==> src/design/rgb_to_rgbw_pixel_converter_core_defines.svh <==
// assertion macros for the rgbw pixel converter
// used by rgb_to_rgbw_pixel_converter_core.sv; no other dependencies
`ifndef RGB_TO_RGBW_PIXEL_CONVERTER_CORE_DEFINES_SVH
`define RGB_TO_RGBW_PIXEL_CONVERTER_CORE_DEFINES_SVH

// same-cycle implication, checked outside reset
`define RGBW_ASSERT_NOW(label, clk, rst_n, ante, cons) \
    label: assert property (@(posedge clk) disable iff (!rst_n) (ante) |-> (cons)) \
        else $error("rgbw check failed: same cycle");

// next-cycle implication, checked outside reset
`define RGBW_ASSERT_NEXT(label, clk, rst_n, ante, cons) \
    label: assert property (@(posedge clk) disable iff (!rst_n) (ante) |=> (cons)) \
        else $error("rgbw check failed: next cycle");

`endif

==> src/design/rgbw_pkg.sv <==
// shared types and codes for the rgbw pixel converter
// no dependencies
`default_nettype none

package rgbw_pkg;

    localparam int unsigned CFG_IDX_W  = 3;
    localparam int unsigned CFG_DATA_W = 8;

    localparam logic [CFG_IDX_W-1:0] REG_CONVERT_MODE = 3'd0;
    localparam logic [CFG_IDX_W-1:0] REG_RED_GAIN     = 3'd1;
    localparam logic [CFG_IDX_W-1:0] REG_GREEN_GAIN   = 3'd2;
    localparam logic [CFG_IDX_W-1:0] REG_BLUE_GAIN    = 3'd3;
    localparam logic [CFG_IDX_W-1:0] REG_WHITE_SLOT   = 3'd4;

    typedef enum logic [1:0] {
        MODE_EXACT       = 2'd0,
        MODE_MAX_BRIGHT  = 2'd1,
        MODE_NULL_WHITE  = 2'd2,
        MODE_WHITE_BOOST = 2'd3
    } convert_mode_t;

    typedef struct packed {
        convert_mode_t convert_mode;
        logic [7:0]    red_gain;
        logic [7:0]    green_gain;
        logic [7:0]    blue_gain;
        logic [1:0]    white_slot;
    } cfg_t;

    typedef struct packed {
        logic [7:0] red_in;
        logic [7:0] green_in;
        logic [7:0] blue_in;
    } pixel_t;

    typedef struct packed {
        logic [7:0] slot0;
        logic [7:0] slot1;
        logic [7:0] slot2;
        logic [7:0] slot3;
    } rgbw_t;

endpackage

`default_nettype wire

==> src/design/rgbw_cfg.sv <==
// configuration register file: mode, three gains, white slot
// depends on rgbw_pkg
`default_nettype none

module rgbw_cfg (
    input  wire logic                            clk,
    input  wire logic                            rst_n,
    input  wire logic                            cfg_we,
    input  wire logic [rgbw_pkg::CFG_IDX_W-1:0]  cfg_index,
    input  wire logic [rgbw_pkg::CFG_DATA_W-1:0] cfg_data,
    output rgbw_pkg::cfg_t                       cfg
);

    rgbw_pkg::cfg_t cfg_reg;
    rgbw_pkg::cfg_t cfg_next;

    always_comb
    begin
        cfg_next = cfg_reg;
        if (cfg_we)
        begin
            case (cfg_index)
                rgbw_pkg::REG_CONVERT_MODE:
                    cfg_next.convert_mode = rgbw_pkg::convert_mode_t'(cfg_data[1:0]);
                rgbw_pkg::REG_RED_GAIN:   cfg_next.red_gain   = cfg_data;
                rgbw_pkg::REG_GREEN_GAIN: cfg_next.green_gain = cfg_data;
                rgbw_pkg::REG_BLUE_GAIN:  cfg_next.blue_gain  = cfg_data;
                rgbw_pkg::REG_WHITE_SLOT: cfg_next.white_slot = cfg_data[1:0];
                default: ;
            endcase
        end
    end

    always_ff @(posedge clk or negedge rst_n)
    begin
        if (!rst_n)
        begin
            cfg_reg.convert_mode <= rgbw_pkg::MODE_EXACT;
            cfg_reg.red_gain     <= 8'd255;
            cfg_reg.green_gain   <= 8'd255;
            cfg_reg.blue_gain    <= 8'd255;
            cfg_reg.white_slot   <= 2'd3;
        end
        else
        begin
            cfg_reg <= cfg_next;
        end
    end

    assign cfg = cfg_reg;

endmodule

`default_nettype wire

==> src/design/rgbw_datapath.sv <==
// gain scaling, white extraction and slot packing for one pixel
// depends on rgbw_pkg
`default_nettype none

module rgbw_datapath (
    input  wire rgbw_pkg::cfg_t   cfg,
    input  wire rgbw_pkg::pixel_t pixel,
    output rgbw_pkg::rgbw_t       rgbw
);

    localparam logic [7:0] BOOST_LIMIT = 8'd84;
    localparam logic [7:0] WHITE_FULL  = 8'd255;

    function automatic logic [7:0] scale(input logic [7:0] v, input logic [7:0] gain);
        logic [15:0] prod;
        begin
            // 255 * 256 still fits in 16 bits
            prod  = {8'd0, v} * ({8'd0, gain} + 16'd1);
            scale = prod[15:8];
        end
    endfunction

    function automatic logic [7:0] least3(input logic [7:0] a, input logic [7:0] b,
                                          input logic [7:0] c);
        logic [7:0] m;
        begin
            m      = (a < b) ? a : b;
            least3 = (m < c) ? m : c;
        end
    endfunction

    logic [7:0] red_s;
    logic [7:0] green_s;
    logic [7:0] blue_s;
    logic [7:0] min_s;
    logic [7:0] white;
    logic [7:0] sub;
    logic [7:0] red_c;
    logic [7:0] green_c;
    logic [7:0] blue_c;

    always_comb
    begin
        red_s   = scale(pixel.red_in,   cfg.red_gain);
        green_s = scale(pixel.green_in, cfg.green_gain);
        blue_s  = scale(pixel.blue_in,  cfg.blue_gain);
        min_s   = least3(red_s, green_s, blue_s);

        case (cfg.convert_mode)
            rgbw_pkg::MODE_EXACT:
            begin
                white = min_s;
                sub   = min_s;
            end
            rgbw_pkg::MODE_MAX_BRIGHT:
            begin
                white = least3(pixel.red_in, pixel.green_in, pixel.blue_in);
                sub   = 8'd0;
            end
            rgbw_pkg::MODE_NULL_WHITE:
            begin
                white = 8'd0;
                sub   = 8'd0;
            end
            rgbw_pkg::MODE_WHITE_BOOST:
            begin
                if (min_s <= BOOST_LIMIT)
                begin
                    // 3*m stays below 256 here
                    white = {min_s[6:0], 1'b0} + min_s;
                    sub   = min_s;
                end
                else
                begin
                    white = WHITE_FULL;
                    sub   = BOOST_LIMIT;
                end
            end
            default:
            begin
                white = 8'd0;
                sub   = 8'd0;
            end
        endcase

        // sub never exceeds the smallest scaled colour
        red_c   = red_s   - sub;
        green_c = green_s - sub;
        blue_c  = blue_s  - sub;

        case (cfg.white_slot)
            2'd0:    rgbw = '{slot0: white, slot1: red_c, slot2: green_c, slot3: blue_c};
            2'd1:    rgbw = '{slot0: red_c, slot1: white, slot2: green_c, slot3: blue_c};
            2'd2:    rgbw = '{slot0: red_c, slot1: green_c, slot2: white, slot3: blue_c};
            default: rgbw = '{slot0: red_c, slot1: green_c, slot2: blue_c, slot3: white};
        endcase
    end

endmodule

`default_nettype wire

==> src/design/rgb_to_rgbw_pixel_converter_core.sv <==
// Converts one rgb pixel word into four led drive bytes, one word per clock
// sustained while rgbw_stall stays low. A word is captured in the input register,
// goes through the gain multipliers, white extraction and slot packing, and lands
// in the output register, which drives rgbw_valid; while the output register holds
// a stalled word, the move waits. The input register frees up whenever the output
// register is empty or being taken, so a word is accepted every cycle while
// rgbw_stall stays low, and one more word is held while a finished word waits.
// Configuration writes take effect at the next edge and should only be made
// with the pipeline empty.
// depends on rgbw_pkg, rgbw_cfg, rgbw_datapath and the defines header
`default_nettype none
`include "rgb_to_rgbw_pixel_converter_core_defines.svh"

module rgb_to_rgbw_pixel_converter_core (
    input  wire logic                            clk,
    input  wire logic                            rst_n,
    input  wire logic                            pixel_valid,
    output logic                                 pixel_stall,
    input  wire rgbw_pkg::pixel_t                pixel,
    output logic                                 rgbw_valid,
    input  wire logic                            rgbw_stall,
    output rgbw_pkg::rgbw_t                      rgbw,
    input  wire logic                            cfg_we,
    input  wire logic [rgbw_pkg::CFG_IDX_W-1:0]  cfg_index,
    input  wire logic [rgbw_pkg::CFG_DATA_W-1:0] cfg_data
);

    rgbw_pkg::cfg_t   cfg;
    rgbw_pkg::pixel_t pix_reg;
    logic             pix_valid_reg;
    rgbw_pkg::rgbw_t  result;
    rgbw_pkg::rgbw_t  out_reg;
    logic             out_valid_reg;
    logic             out_en;
    logic             in_en;

    rgbw_cfg u_cfg (
        .clk       (clk),
        .rst_n     (rst_n),
        .cfg_we    (cfg_we),
        .cfg_index (cfg_index),
        .cfg_data  (cfg_data),
        .cfg       (cfg)
    );

    rgbw_datapath u_datapath (
        .cfg   (cfg),
        .pixel (pix_reg),
        .rgbw  (result)
    );

    // output register loads when empty or when its word is taken
    assign out_en      = !out_valid_reg || !rgbw_stall;
    assign in_en       = !pix_valid_reg || out_en;
    assign pixel_stall = !in_en;

    always_ff @(posedge clk or negedge rst_n)
    begin
        if (!rst_n)
        begin
            pix_valid_reg <= 1'b0;
            out_valid_reg <= 1'b0;
        end
        else
        begin
            if (in_en)
            begin
                pix_valid_reg <= pixel_valid;
            end
            if (out_en)
            begin
                out_valid_reg <= pix_valid_reg;
            end
        end
    end

    always_ff @(posedge clk)
    begin
        if (in_en && pixel_valid)
        begin
            pix_reg <= pixel;
        end
        if (out_en && pix_valid_reg)
        begin
            out_reg <= result;
        end
    end

    assign rgbw_valid = out_valid_reg;
    assign rgbw       = out_reg;

    // back-pressure only while a word is held
    `RGBW_ASSERT_NOW(a_stall_needs_word, clk, rst_n, pixel_stall, pix_valid_reg && out_valid_reg)
    // a held word moves to the output when the output frees up
    `RGBW_ASSERT_NEXT(a_word_advances, clk, rst_n, pix_valid_reg && out_en, out_valid_reg)
    // a white slot write lands in the config register
    `RGBW_ASSERT_NEXT(a_slot_write, clk, rst_n,
        cfg_we && (cfg_index == rgbw_pkg::REG_WHITE_SLOT),
        cfg.white_slot == $past(cfg_data[1:0]))

endmodule

`default_nettype wire
==> config.mk <==
export PLATFORM = sky130hd
export DESIGN_NAME = rgb_to_rgbw_pixel_converter_core
export DESIGN_NICKNAME = d
export VERILOG_FILES = /design/src/design/rgbw_pkg.sv /design/src/design/rgbw_cfg.sv /design/src/design/rgbw_datapath.sv /design/src/design/rgb_to_rgbw_pixel_converter_core.sv
export VERILOG_INCLUDE_DIRS = /design/src /design/src/design
export SDC_FILE = /design/constraint.sdc
export NUM_CORES = 1
export LEC_CHECK = 0
export ABC_AREA = 1
export BUFFER_PORTS_ARGS = -buffer_cell sky130_fd_sc_hd__buf_4
export CORE_MARGIN = 5
export CORE_UTILIZATION = 43
export CTS_CLUSTER_SIZE = 25
export DETAILED_ROUTE_END_ITERATION = 10
export SYNTH_ARGS = -nofsm -noshare
export SYNTH_HDL_FRONTEND = slang
export SYNTH_SLANG_ARGS = --single-unit
==> constraint.sdc <==
create_clock -name clk -period 9.15 [get_ports clk]
set_input_delay 2.2875 -clock clk [delete_from_list [all_inputs] [get_ports clk]]
set_output_delay 2.2875 -clock clk [all_outputs]
set_load 0.02 [all_outputs]
==> qor.txt, run 1 <==
status - completed
Crit Path Max Fanout - 5
synthesized cell area - 13300 µm²
Worst setup SP type - flip-flop
#FFs+latches synth - 86
Clock Sinks - 86
Worst R2R Setup Slack - 0.008 ns
I/O Buffers - 73
gr usage total - 23.5%
most common cell after layout, fill and taps aside - nand2_1
initial antenna violation count - 0
Final min period - 9.14 ns
Die Height - 186 µm
area grow syn2layout - 29.4%
worst setup path end - rgbw[31]$_DFFE_PP_
Critical Path Source - u_cfg.cfg[11]$_DFFE_PN1P_
Root Driver - clkbuf_16
via count - 12600
hold slack - 0.509 ns
routed len/inst - 16.4 µm
instance count on the critical path - 57
Final Setup Violations - 0
clk_lat worst skew - 0.38 ns
crit path capture type - flip-flop
largest net degree at the start of global routing - 33
Post-Syn Instances - 1759
DR iter-0 viols - 754
Starting Density - 43.5%
share of cells above drive strength 1 - 29.1%
clock tree buffer depth - 2
worst min-delay path category - reg2reg
clock-pin slew on the worst setup and hold paths - 0.08 ns
drt total wl - 40000 µm
Max stage delay cell, worst path - dfstp_2
pre-CTS WS - -0.405 ns
Top cell by count, worst path - inv_2
reg2reg end - rgbw[31]$_DFFE_PP_
period utilization - 99.9%
RSZ-0062 raised after global routing - true
Bufs and invs on worst path - 12
cell depth of the worst hold path - 2
max reg flops - 32
I/O Pins - 74
fmax - 109 MHz
routed vias/inst - 5.13
Slew Viols, Final - 0
Site Rows - 64
yosys warns - 0
Max-cap violations - 0
CP Data Arrival Time - 9.28 ns
antenna cells - 0
1st-pass router iterations - 5
Final Hold Vio Count - 0
Placer Congestion - 0.959
Final Non-Filler Cells - 2448
sum of net half-perimeters after detailed placement - 32800 µm
final worst setup slack - 0.00787 ns
GR Overflow Total - 0
die width - 186 µm
most frequent cells in the layout - 360 x nand2_1, 308 x inv_1, 287 x buf_4
first-pass GRT wire length - 63800 µm
Yosys cell types - 51
syn_area_per_cell - 7.55 µm²
CTS tree - built
Seq/Total Area, Yosys - 18.6%
dpl cells - 2403
slowest stage delay, CP - 0.58 ns
Synthesized Nets - 2073
H-tree depth reported by CTS - 3
Layout fillers - 2862
DRC Markers - 0
reg2reg start - u_cfg.cfg[11]$_DFFE_PN1P_
Final Net Count - 2361
Top Family by Delay on Critical Path - adder cells
skew final - 0.0149 ns
vias in the first global route - 12600
Final ANT Viol Nets - 0
total die area - 34500 µm²
CTS buffer count - 9
Crit Path Class - reg2reg
relative slew slack - 20.0%
reg2reg path depth - 57
CP Data Required Time - 9.29 ns
Worst-Margin Slew - 1.20 ns
core area - 30500 µm²
==> Yosys cell counts, drive strengths merged <==
| cell type | instances | area (µm²) |
|---|---|---|
| o2111ai | 1 | 8.76 |
| edfxtp | 56 | 1680 |
| a21oi | 57 | 297 |
| o211ai | 6 | 45.0 |
| dfstp | 26 | 683 |
| nand3b | 6 | 45.0 |
| nand2 | 430 | 1730 |
| xor2 | 28 | 264 |
| and2 | 2 | 12.5 |
| dfrtp | 4 | 100 |
| buf | 11 | 63.8 |
| nor3 | 3 | 15.0 |
| xnor2 | 13 | 121 |
| a211oi | 5 | 37.5 |
| nand4 | 29 | 215 |
| o21ai | 90 | 469 |
| fa | 121 | 2420 |
| clkinv | 10 | 37.5 |
| o221ai | 4 | 35.0 |
| nor2 | 200 | 803 |
| o41ai | 1 | 16.3 |
| ha | 153 | 1910 |
| a21boi | 2 | 15.0 |
| clkbuf | 11 | 41.3 |
| inv | 340 | 1280 |
| a31o | 2 | 17.5 |
| a21o | 8 | 60.1 |
| nand3 | 125 | 736 |
| o21bai | 7 | 60.1 |
| or2 | 6 | 37.5 |
| nor4 | 2 | 12.5 |
==> layout make-up <==
type	count	area, µm²	share of cell area (%)
Tap cell	396	495	2.89
Inverter	350	1330	7.74
Clock inverter	7	76.3	0.444
Clock buffer	9	225	1.31
Multi-Input combinational cell	1302	10300	60.0
Timing Repair Buffer	298	2280	13.3
Sequential cell	86	2460	14.4
==> metal layers <==
layer | global-route usage, % | share of wire (%) | wire (µm) | up-vias
met5 | 0 | 0 | 0 | -
met4 | 7.90 | 2.8 | 1110 | 0
met3 | 3.75 | 4.9 | 1970 | 60
met2 | 39.2 | 48 | 19300 | 299
met1 | 31.2 | 44 | 17600 | 6075
li1 | - | - | - | 6120
==> through the flow <==
stage,area [µm²],utilization (%),setup TNS (ns)
after global placement,15800,51.7,-3.68
after CTS,16200,53.1,0
after floorplan,13400,-,0
after global routing,17200,56.3,-10.33
after detailed placement,15800,51.7,-5.81
final,17200,56.3,0
==> worst min path at each step <==
stage / endpoint / slack [ns] / start
after CTS: u_cfg.cfg[9]$_DFFE_PN1P_ / 0.51 / u_cfg.cfg[9]$_DFFE_PN1P_
final: u_cfg.cfg[6]$_DFFE_PN1P_ / 0.51 / u_cfg.cfg[6]$_DFFE_PN1P_
after floorplan: rgbw_valid$_DFFE_PN0P_ / 0.43 / pix_valid_reg$_DFFE_PN0N_
after detailed placement: u_cfg.cfg[6]$_DFFE_PN1P_ / 0.50 / u_cfg.cfg[6]$_DFFE_PN1P_
after global routing: u_cfg.cfg[3]$_DFFE_PN1P_ / 0.53 / u_cfg.cfg[3]$_DFFE_PN1P_
after global placement: u_cfg.cfg[7]$_DFFE_PN1P_ / 0.49 / u_cfg.cfg[7]$_DFFE_PN1P_
==> logic make-up after synthesis <==
logic type      after synthesis  share of synthesized area (%)
buf+inv                     372                           10.7
compound gates              183                           7.99
flops                        86                           18.6
xor+xnor                     41                           2.90
simple gates                803                           27.1
fa+ha+maj                   274                           32.7
==> worst register-to-register path, delay by kind of cell, from the launching register on <==
family	cells	cell delay, ns
XOR/XNOR	3	0.47
AND/OR/NAND/NOR	22	2.00
flip-flops	1	0.58
AO/OA/AOI/OAI	10	1.51
buffers and inverters	12	0.86
adder cells (fa/ha/maj)	10	3.49
==> what timing repair did <==
action,4_1_cts,5_1_grt
hold buffers,0,0
endpoints found under the setup margin,24,32
pin swaps,7,76
cloned,0,1
setup buffers,7,22
resized for setup,18,183
Power of run 1 is not shown: default switching activity piles up to over one toggle a cycle in this logic, so the estimate is an artifact.
==> run 2, diff against run 1 <==
--- a/config.mk
+++ b/config.mk
@@ -6,9 +6,8 @@
 export SDC_FILE = /design/constraint.sdc
 export NUM_CORES = 1
 export LEC_CHECK = 0
-export ABC_AREA = 1
 export BUFFER_PORTS_ARGS = -buffer_cell sky130_fd_sc_hd__buf_4
-export CORE_MARGIN = 5
+export CORE_MARGIN = 2
 export CORE_UTILIZATION = 43
 export CTS_CLUSTER_SIZE = 25
 export DETAILED_ROUTE_END_ITERATION = 10
==> qor.txt, run 2 <==
hold slack - 0.478 ns (was 0.509 ns)
Clock Sinks - 86 (unchanged)
H-tree depth reported by CTS - 3 (unchanged)
via count - 11400 (was 12600)
period utilization - 125% (was 99.9%)
CP Data Arrival Time - 11.54 ns (was 9.28 ns)
gr usage total - 25.1% (was 23.5%)
post-synth top area share - 18.8% (was 18.3%)
clock-pin slew on the worst setup and hold paths - 0.07 ns (was 0.08 ns)
Final ANT Viol Nets - 0 (unchanged)
slowest stage delay, CP - 0.59 ns (was 0.58 ns)
CP Data Required Time - 9.26 ns (was 9.29 ns)
reg2reg path depth - 56 (was 57)
Top Family by Delay on Critical Path - compound AO/OA/AOI/OAI gates (was adder cells)
clock tree buffer depth - 2 (unchanged)
Die Height - 177 µm (was 186 µm)
cell depth of the worst hold path - 1 (was 2)
1st-pass router iterations - 5 (unchanged)
most frequent cells in the layout - 425 x buf_4, 177 x inv_1, 132 x ha_1 (was 360 x nand2_1, 308 x inv_1, 287 x buf_4)
I/O Buffers - 73 (unchanged)
Worst-Margin Slew - 1.19 ns (was 1.20 ns)
antenna cells - 0 (unchanged)
Final Hold Vio Count - 0 (unchanged)
yosys warns - 0 (unchanged)
Worst R2R Setup Slack - -2.28 ns (was 0.008 ns)
Crit Path Class - reg2reg (unchanged)
skew final - 0.0185 ns (was 0.0149 ns)
#FFs+latches synth - 86 (unchanged)
clk_lat worst skew - 0.37 ns (was 0.38 ns)
Slew Viols, Final - 0 (unchanged)
asr flop ratio synth - 34.9% (unchanged)
most common cell after layout, fill and taps aside - buf_4 (was nand2_1)
Main synth FF type - edfxtp_1 (unchanged)
Yosys cell types - 95 (was 51)
Synth top cells by count - 184 x inv_1, 153 x ha_1, 121 x fa_1 (was 399 x nand2_1, 328 x inv_1, 189 x nor2_1)
Final min period - 11.43 ns (was 9.14 ns)
Post-synth EDFFs - 56 (unchanged)
Post-Syn Instances - 1383 (was 1759)
fmax - 87.5 MHz (was 109 MHz)
reg2reg start - u_cfg.cfg[10]$_DFFE_PN1P_ (was u_cfg.cfg[11]$_DFFE_PN1P_)
synthesized cell area - 12900 µm² (was 13300 µm²)
failing checks - setup timing
Max stage delay cell, worst path - dfstp_2 (unchanged)
Final Net Count - 2117 (was 2361)
area grow syn2layout - 39.3% (was 29.4%)
Seq/Total Area, Yosys - 19.1% (was 18.6%)
Placer Congestion - 0.951 (was 0.959)
final worst setup slack - -2.28 ns (was 0.00787 ns)
largest net degree at the start of global routing - 33 (unchanged)
Worst setup SP type - flip-flop (unchanged)
DR iter-0 viols - 499 (was 754)
total die area - 31300 µm² (was 34500 µm²)
CTS buffer count - 9 (unchanged)
initial antenna violation count - 1 (was 0)
Synthesized Nets - 1697 (was 2073)
CTS tree - built (unchanged)
routed len/inst - 17.5 µm (was 16.4 µm)
I/O Pins - 74 (unchanged)
sum of net half-perimeters after detailed placement - 31700 µm (was 32800 µm)
Util after Layout - 60.7% (was 56.3%)
most common cell in the netlist - inv_1 (was nand2_1)
max reg flops - 32 (unchanged)
RSZ-0062 raised after global routing - true (unchanged)
GR Overflow Total - 0 (unchanged)
DRC Markers - 0 (unchanged)
crit path capture type - flip-flop (unchanged)
Post-DP Area - 16600 µm² (was 15800 µm²)
status - finished, violations left (was completed)
worst min-delay path category - reg2reg (unchanged)
first-pass GRT wire length - 60800 µm (was 63800 µm)
TNS Setup - -63.91 ns (was 0 ns)
Final Setup Violations - 32 (was 0)
CTS Hold Bufs - 0 (unchanged)
Max-cap violations - 0 (unchanged)
drt total wl - 38400 µm (was 40000 µm)
Yosys top cell by area - fa_1 (unchanged)
relative slew slack - 20.4% (was 20.0%)
syn_area_per_cell - 9.31 µm² (was 7.55 µm²)
reg2reg end - rgbw[22]$_DFFE_PP_ (was rgbw[31]$_DFFE_PP_)
Bufs and invs on worst path - 12 (unchanged)
Starting Density - 43.6% (was 43.5%)
Crit Path Max Fanout - 5 (unchanged)
hold path startpoint - pix_valid_reg$_DFFE_PN0N_ (was u_cfg.cfg[6]$_DFFE_PN1P_)
die width - 177 µm (was 186 µm)
Site Rows - 63 (was 64)
Hold Path Sink - rgbw_valid$_DFFE_PN0P_ (was u_cfg.cfg[6]$_DFFE_PN1P_)
final instance area - 17900 µm² (was 17200 µm²)
Root Driver - clkbuf_16 (unchanged)
share of cells above drive strength 1 - 37.9% (was 29.1%)
core area - 29600 µm² (was 30500 µm²)
routed vias/inst - 5.17 (was 5.13)
Synth area leaders - fa_1 19%, ha_1 15%, edfxtp_1 13% (was fa_1 18%, ha_1 14%, edfxtp_1 13%)
vias in the first global route - 11700 (was 12600)
[run 2: changes by cell type after synthesis, sizes merged, moves of 22 or more]
cell,before,now
and2,2,68
o21ai,90,47
nand4,29,7
nor2,200,95
nor2b,0,48
xnor2,13,51
nand2b,0,28
mux2,0,32
mux2i,0,23
nand3,125,26
nand2,430,113
inv,340,185
[run 2: worst max-delay path by stage]
| stage | to | startpoint | slack (ns) | depth (start not counted) |
|---|---|---|---|---|
| detailed placement | rgbw[31]$_DFFE_PP_ | u_cfg.cfg[18]$_DFFE_PN1P_ | -2.53 | 56 |
| global placement | rgbw[31]$_DFFE_PP_ | u_cfg.cfg[18]$_DFFE_PN1P_ | -2.28 | 52 |
| finish | rgbw[22]$_DFFE_PP_ | u_cfg.cfg[10]$_DFFE_PN1P_ | -2.28 | 56 |
| global route | rgbw[31]$_DFFE_PP_ | u_cfg.cfg[10]$_DFFE_PN1P_ | -2.73 | 56 |
| CTS | rgbw[23]$_DFFE_PP_ | u_cfg.cfg[18]$_DFFE_PN1P_ | -2.14 | 54 |
| floorplan | rgbw[31]$_DFFE_PP_ | u_cfg.cfg[19]$_DFFE_PN1P_ | -2.24 | 54 |
[run 2: cell type report]
cell class | instances | area [µm²]
Fill cell | 2530 | 11600
Clock inverter | 3 | 21.3
Timing Repair Buffer | 438 | 3340
Multi-Input combinational cell | 1079 | 10600
Sequential cell | 86 | 2460
Clock buffer | 13 | 282
Tap cell | 390 | 488
Inverter | 189 | 712
[run 2: kinds of logic (layout without fill, tap and decap cells)]
logic type	count (synthesis)	after routing	synth area share, %
fa+ha+maj	276	276	33.9
flops	86	86	19.1
mux	55	55	4.62
buf+inv	218	643	6.67
xor+xnor	78	78	5.31
compound gates	232	232	12.9
simple gates	438	438	17.5
[run 2: repair_timing]
item / in CTS / in global routing
gates resized for setup: 68 / 72
setup endpoints to repair: 32 / 32
cloned: 0 / 0
hold endpoints to repair: 0 / 0
pin swaps: 51 / 51
setup buffers: 24 / 18
[run 2: metal layers]
layer  track usage (%)  part of all wire, %
met2              43.0                   48
met5                 0                    0
met1              31.7                   44
met3              3.18                  3.6
met4              10.8                  4.3
[run 2: stage by stage]
step	cells	worst slack, ns
global placement	2145	-2.28
CTS	2185	-2.14
floorplan	1383	-2.24
finish	2198	-2.28
global route	2198	-2.73
detailed placement	2145	-2.53
Power of run 2 is left out for the same reason.
==> run 3, diff against run 2 <==
--- a/config.mk
+++ b/config.mk
@@ -6,6 +6,7 @@
 export SDC_FILE = /design/constraint.sdc
 export NUM_CORES = 1
 export LEC_CHECK = 0
+export ABC_AREA = 1
 export BUFFER_PORTS_ARGS = -buffer_cell sky130_fd_sc_hd__buf_4
 export CORE_MARGIN = 2
 export CORE_UTILIZATION = 43
==> qor.txt, run 3 (same netlist as run 1, synthesis figures left out) <==
status - completed (was finished, violations left)
Top Metal Used - met4 (unchanged)
most common cell after layout, fill and taps aside - nand2_1 (was buf_4)
CTS buffer count - 9 (unchanged)
Max-cap violations - 0 (unchanged)
Worst R2R Setup Slack - 0.09 ns (was -2.28 ns)
Hold Path Sink - u_cfg.cfg[7]$_DFFE_PN1P_ (was rgbw_valid$_DFFE_PN0P_)
first-pass GRT wire length - 63600 µm (was 60800 µm)
Worst-Margin Slew - 1.20 ns (was 1.19 ns)
Top cell by count, worst path - nand2_2
final instance area - 16900 µm² (was 17900 µm²)
met1 wire length - 17200 µm (was 16800 µm)
crit path capture type - flip-flop (unchanged)
RSZ-0062 raised after global routing - true (unchanged)
hold path startpoint - u_cfg.cfg[7]$_DFFE_PN1P_ (was pix_valid_reg$_DFFE_PN0N_)
Placer Congestion - 0.940 (was 0.951)
core area - 30500 µm² (was 29600 µm²)
CP Data Required Time - 9.30 ns (was 9.26 ns)
fmax - 110 MHz (was 87.5 MHz)
worst min-delay path category - reg2reg (unchanged)
total die area - 32300 µm² (was 31300 µm²)
sum of net half-perimeters after detailed placement - 32100 µm (was 31700 µm)
routed len/inst - 16.3 µm (was 17.5 µm)
Final ANT Viol Nets - 0 (unchanged)
DRC Markers - 0 (unchanged)
relative slew slack - 20.0% (was 20.4%)
skew final - 0.0150 ns (was 0.0185 ns)
max reg flops - 32 (unchanged)
metal2 WL - 19100 µm (was 18600 µm)
most frequent cells in the layout - 350 x nand2_1, 306 x inv_1, 253 x buf_4 (was 425 x buf_4, 177 x inv_1, 132 x ha_1)
Final Net Count - 2326 (was 2117)
Slew Viols, Final - 0 (unchanged)
DR iter-0 viols - 781 (was 499)
period utilization - 99.0% (was 125%)
clock-pin slew on the worst setup and hold paths - 0.08 ns (was 0.07 ns)
drt total wl - 39400 µm (was 38400 µm)
1st-pass router iterations - 5 (unchanged)
reg2reg start - u_cfg.cfg[11]$_DFFE_PN1P_ (was u_cfg.cfg[10]$_DFFE_PN1P_)
Root Driver - clkbuf_16 (unchanged)
Final Hold Vio Count - 0 (unchanged)
Die Height - 180 µm (was 177 µm)
via count - 12400 (was 11400)
Worst setup SP type - flip-flop (unchanged)
Clock Sinks - 86 (unchanged)
cell depth of the worst hold path - 2 (was 1)
Starting Density - 43.5% (was 43.6%)
reg2reg end - rgbw[28]$_DFFE_PP_ (was rgbw[22]$_DFFE_PP_)
CP Data Arrival Time - 9.21 ns (was 11.54 ns)
clk_lat worst skew - 0.39 ns (was 0.37 ns)
met3 WL - 2290 µm (was 1370 µm)
area grow syn2layout - 27.7% (was 39.3%)
Final min period - 9.06 ns (was 11.43 ns)
Final Setup Violations - 0 (was 32)
I/O Buffers - 73 (unchanged)
Crit Path Max Fanout - 7 (was 5)
die width - 180 µm (was 177 µm)
Site Rows - 64 (was 63)
Final Non-Filler Cells - 2413 (was 2198)
H-tree depth reported by CTS - 3 (unchanged)
CTS Hold Bufs - 0 (unchanged)
gr usage total - 24.8% (was 25.1%)
vias in the first global route - 12400 (was 11700)
share of cells above drive strength 1 - 28.9% (was 37.9%)
Util after Layout - 55.6% (was 60.7%)
clock tree buffer depth - 2 (unchanged)
dpl cells - 2377 (was 2145)
slowest stage delay, CP - 0.58 ns (was 0.59 ns)
largest net degree at the start of global routing - 33 (unchanged)
TNS Setup - 0 ns (was -63.91 ns)
Crit Path Class - reg2reg (unchanged)
routed vias/inst - 5.15 (was 5.17)
initial antenna violation count - 0 (was 1)
I/O Pins - 74 (unchanged)
CTS tree - built (unchanged)
Post-DP Area - 15600 µm² (was 16600 µm²)
GR Overflow Total - 0 (unchanged)
Max stage delay cell, worst path - dfstp_2 (unchanged)
reg2reg path depth - 60 (was 56)
antenna cells - 0 (unchanged)
run 3: cell count changes in the layout (fill, tap and decap cells not counted), moves of 23 or more:
cell | previous run | this run
inv_2 | 7 | 31
o21ai_0 | 28 | 68
nor2_1 | 87 | 171
nand2b_1 | 23 | 0
nand3_2 | 3 | 42
nand2_2 | 1 | 64
nand3_1 | 19 | 76
mux2_2 | 29 | 0
and2_1 | 64 | 2
nand2_1 | 111 | 350
nor2b_1 | 44 | 0
buf_4 | 425 | 253
inv_1 | 177 | 306
xnor2_1 | 40 | 10
run 3: worst max-delay path by stage:
stage,from,endpoint,slack (ns),cells after the start
CTS,u_cfg.cfg[10]$_DFFE_PN1P_,rgbw[7]$_DFFE_PP_,0.03,60
detailed placement,u_cfg.cfg[10]$_DFFE_PN1P_,rgbw[7]$_DFFE_PP_,-0.36,60
global placement,u_cfg.cfg[10]$_DFFE_PN1P_,rgbw[7]$_DFFE_PP_,-0.15,57
floorplan,u_cfg.cfg[10]$_DFFE_PN1P_,rgbw[22]$_DFFE_PP_,0.02,61
global route,u_cfg.cfg[11]$_DFFE_PN1P_,rgbw[7]$_DFFE_PP_,-0.43,62
finish,u_cfg.cfg[11]$_DFFE_PN1P_,rgbw[28]$_DFFE_PP_,0.09,60
run 3: timing repair:
item,CTS,global route
buffers inserted,4,15
resized for setup,13,205
gates cloned,1,0
endpoints found under the hold margin,0,0
pin swaps,6,93
setup endpoints to repair,28,32
run 3: stage by stage:
step / hold slack [ns] / worst slack (ns)
6_report: 0.494 / 0.0908
5_1_grt: 0.515 / -0.431
4_1_cts: 0.496 / 0.0250
3_5_place_dp: 0.484 / -0.363
3_3_place_gp: 0.482 / -0.147
2_1_floorplan: 0.433 / 0.0183
run 3: per-layer routing:
metal / track usage [%] / vias up
li1: - / 6063
met1: 33.3 / 5964
met2: 41.1 / 355
met3: 4.50 / 47
met4: 6.89 / 0
met5: 0 / -
run 3: layout make-up:
cell class                      count  area, µm²
Fill cell                        2860      13600
Multi-Input combinational cell   1302      10300
Sequential cell                    86       2460
Timing Repair Buffer              263       2020
Inverter                          350       1330
Tap cell                          396        495
Clock buffer                        9        225
Clock inverter                      7       86.3
run 3: worst max-delay path, delay by kind of cell (launching register included):
kind            cells  cell delay [ns]
xor+xnor            2             0.27
compound gates      7             1.08
flops               1             0.58
buf+inv            11             0.85
fa+ha+maj          11             3.55
simple gates       29             2.50
Power of run 3 is left out for the same reason.
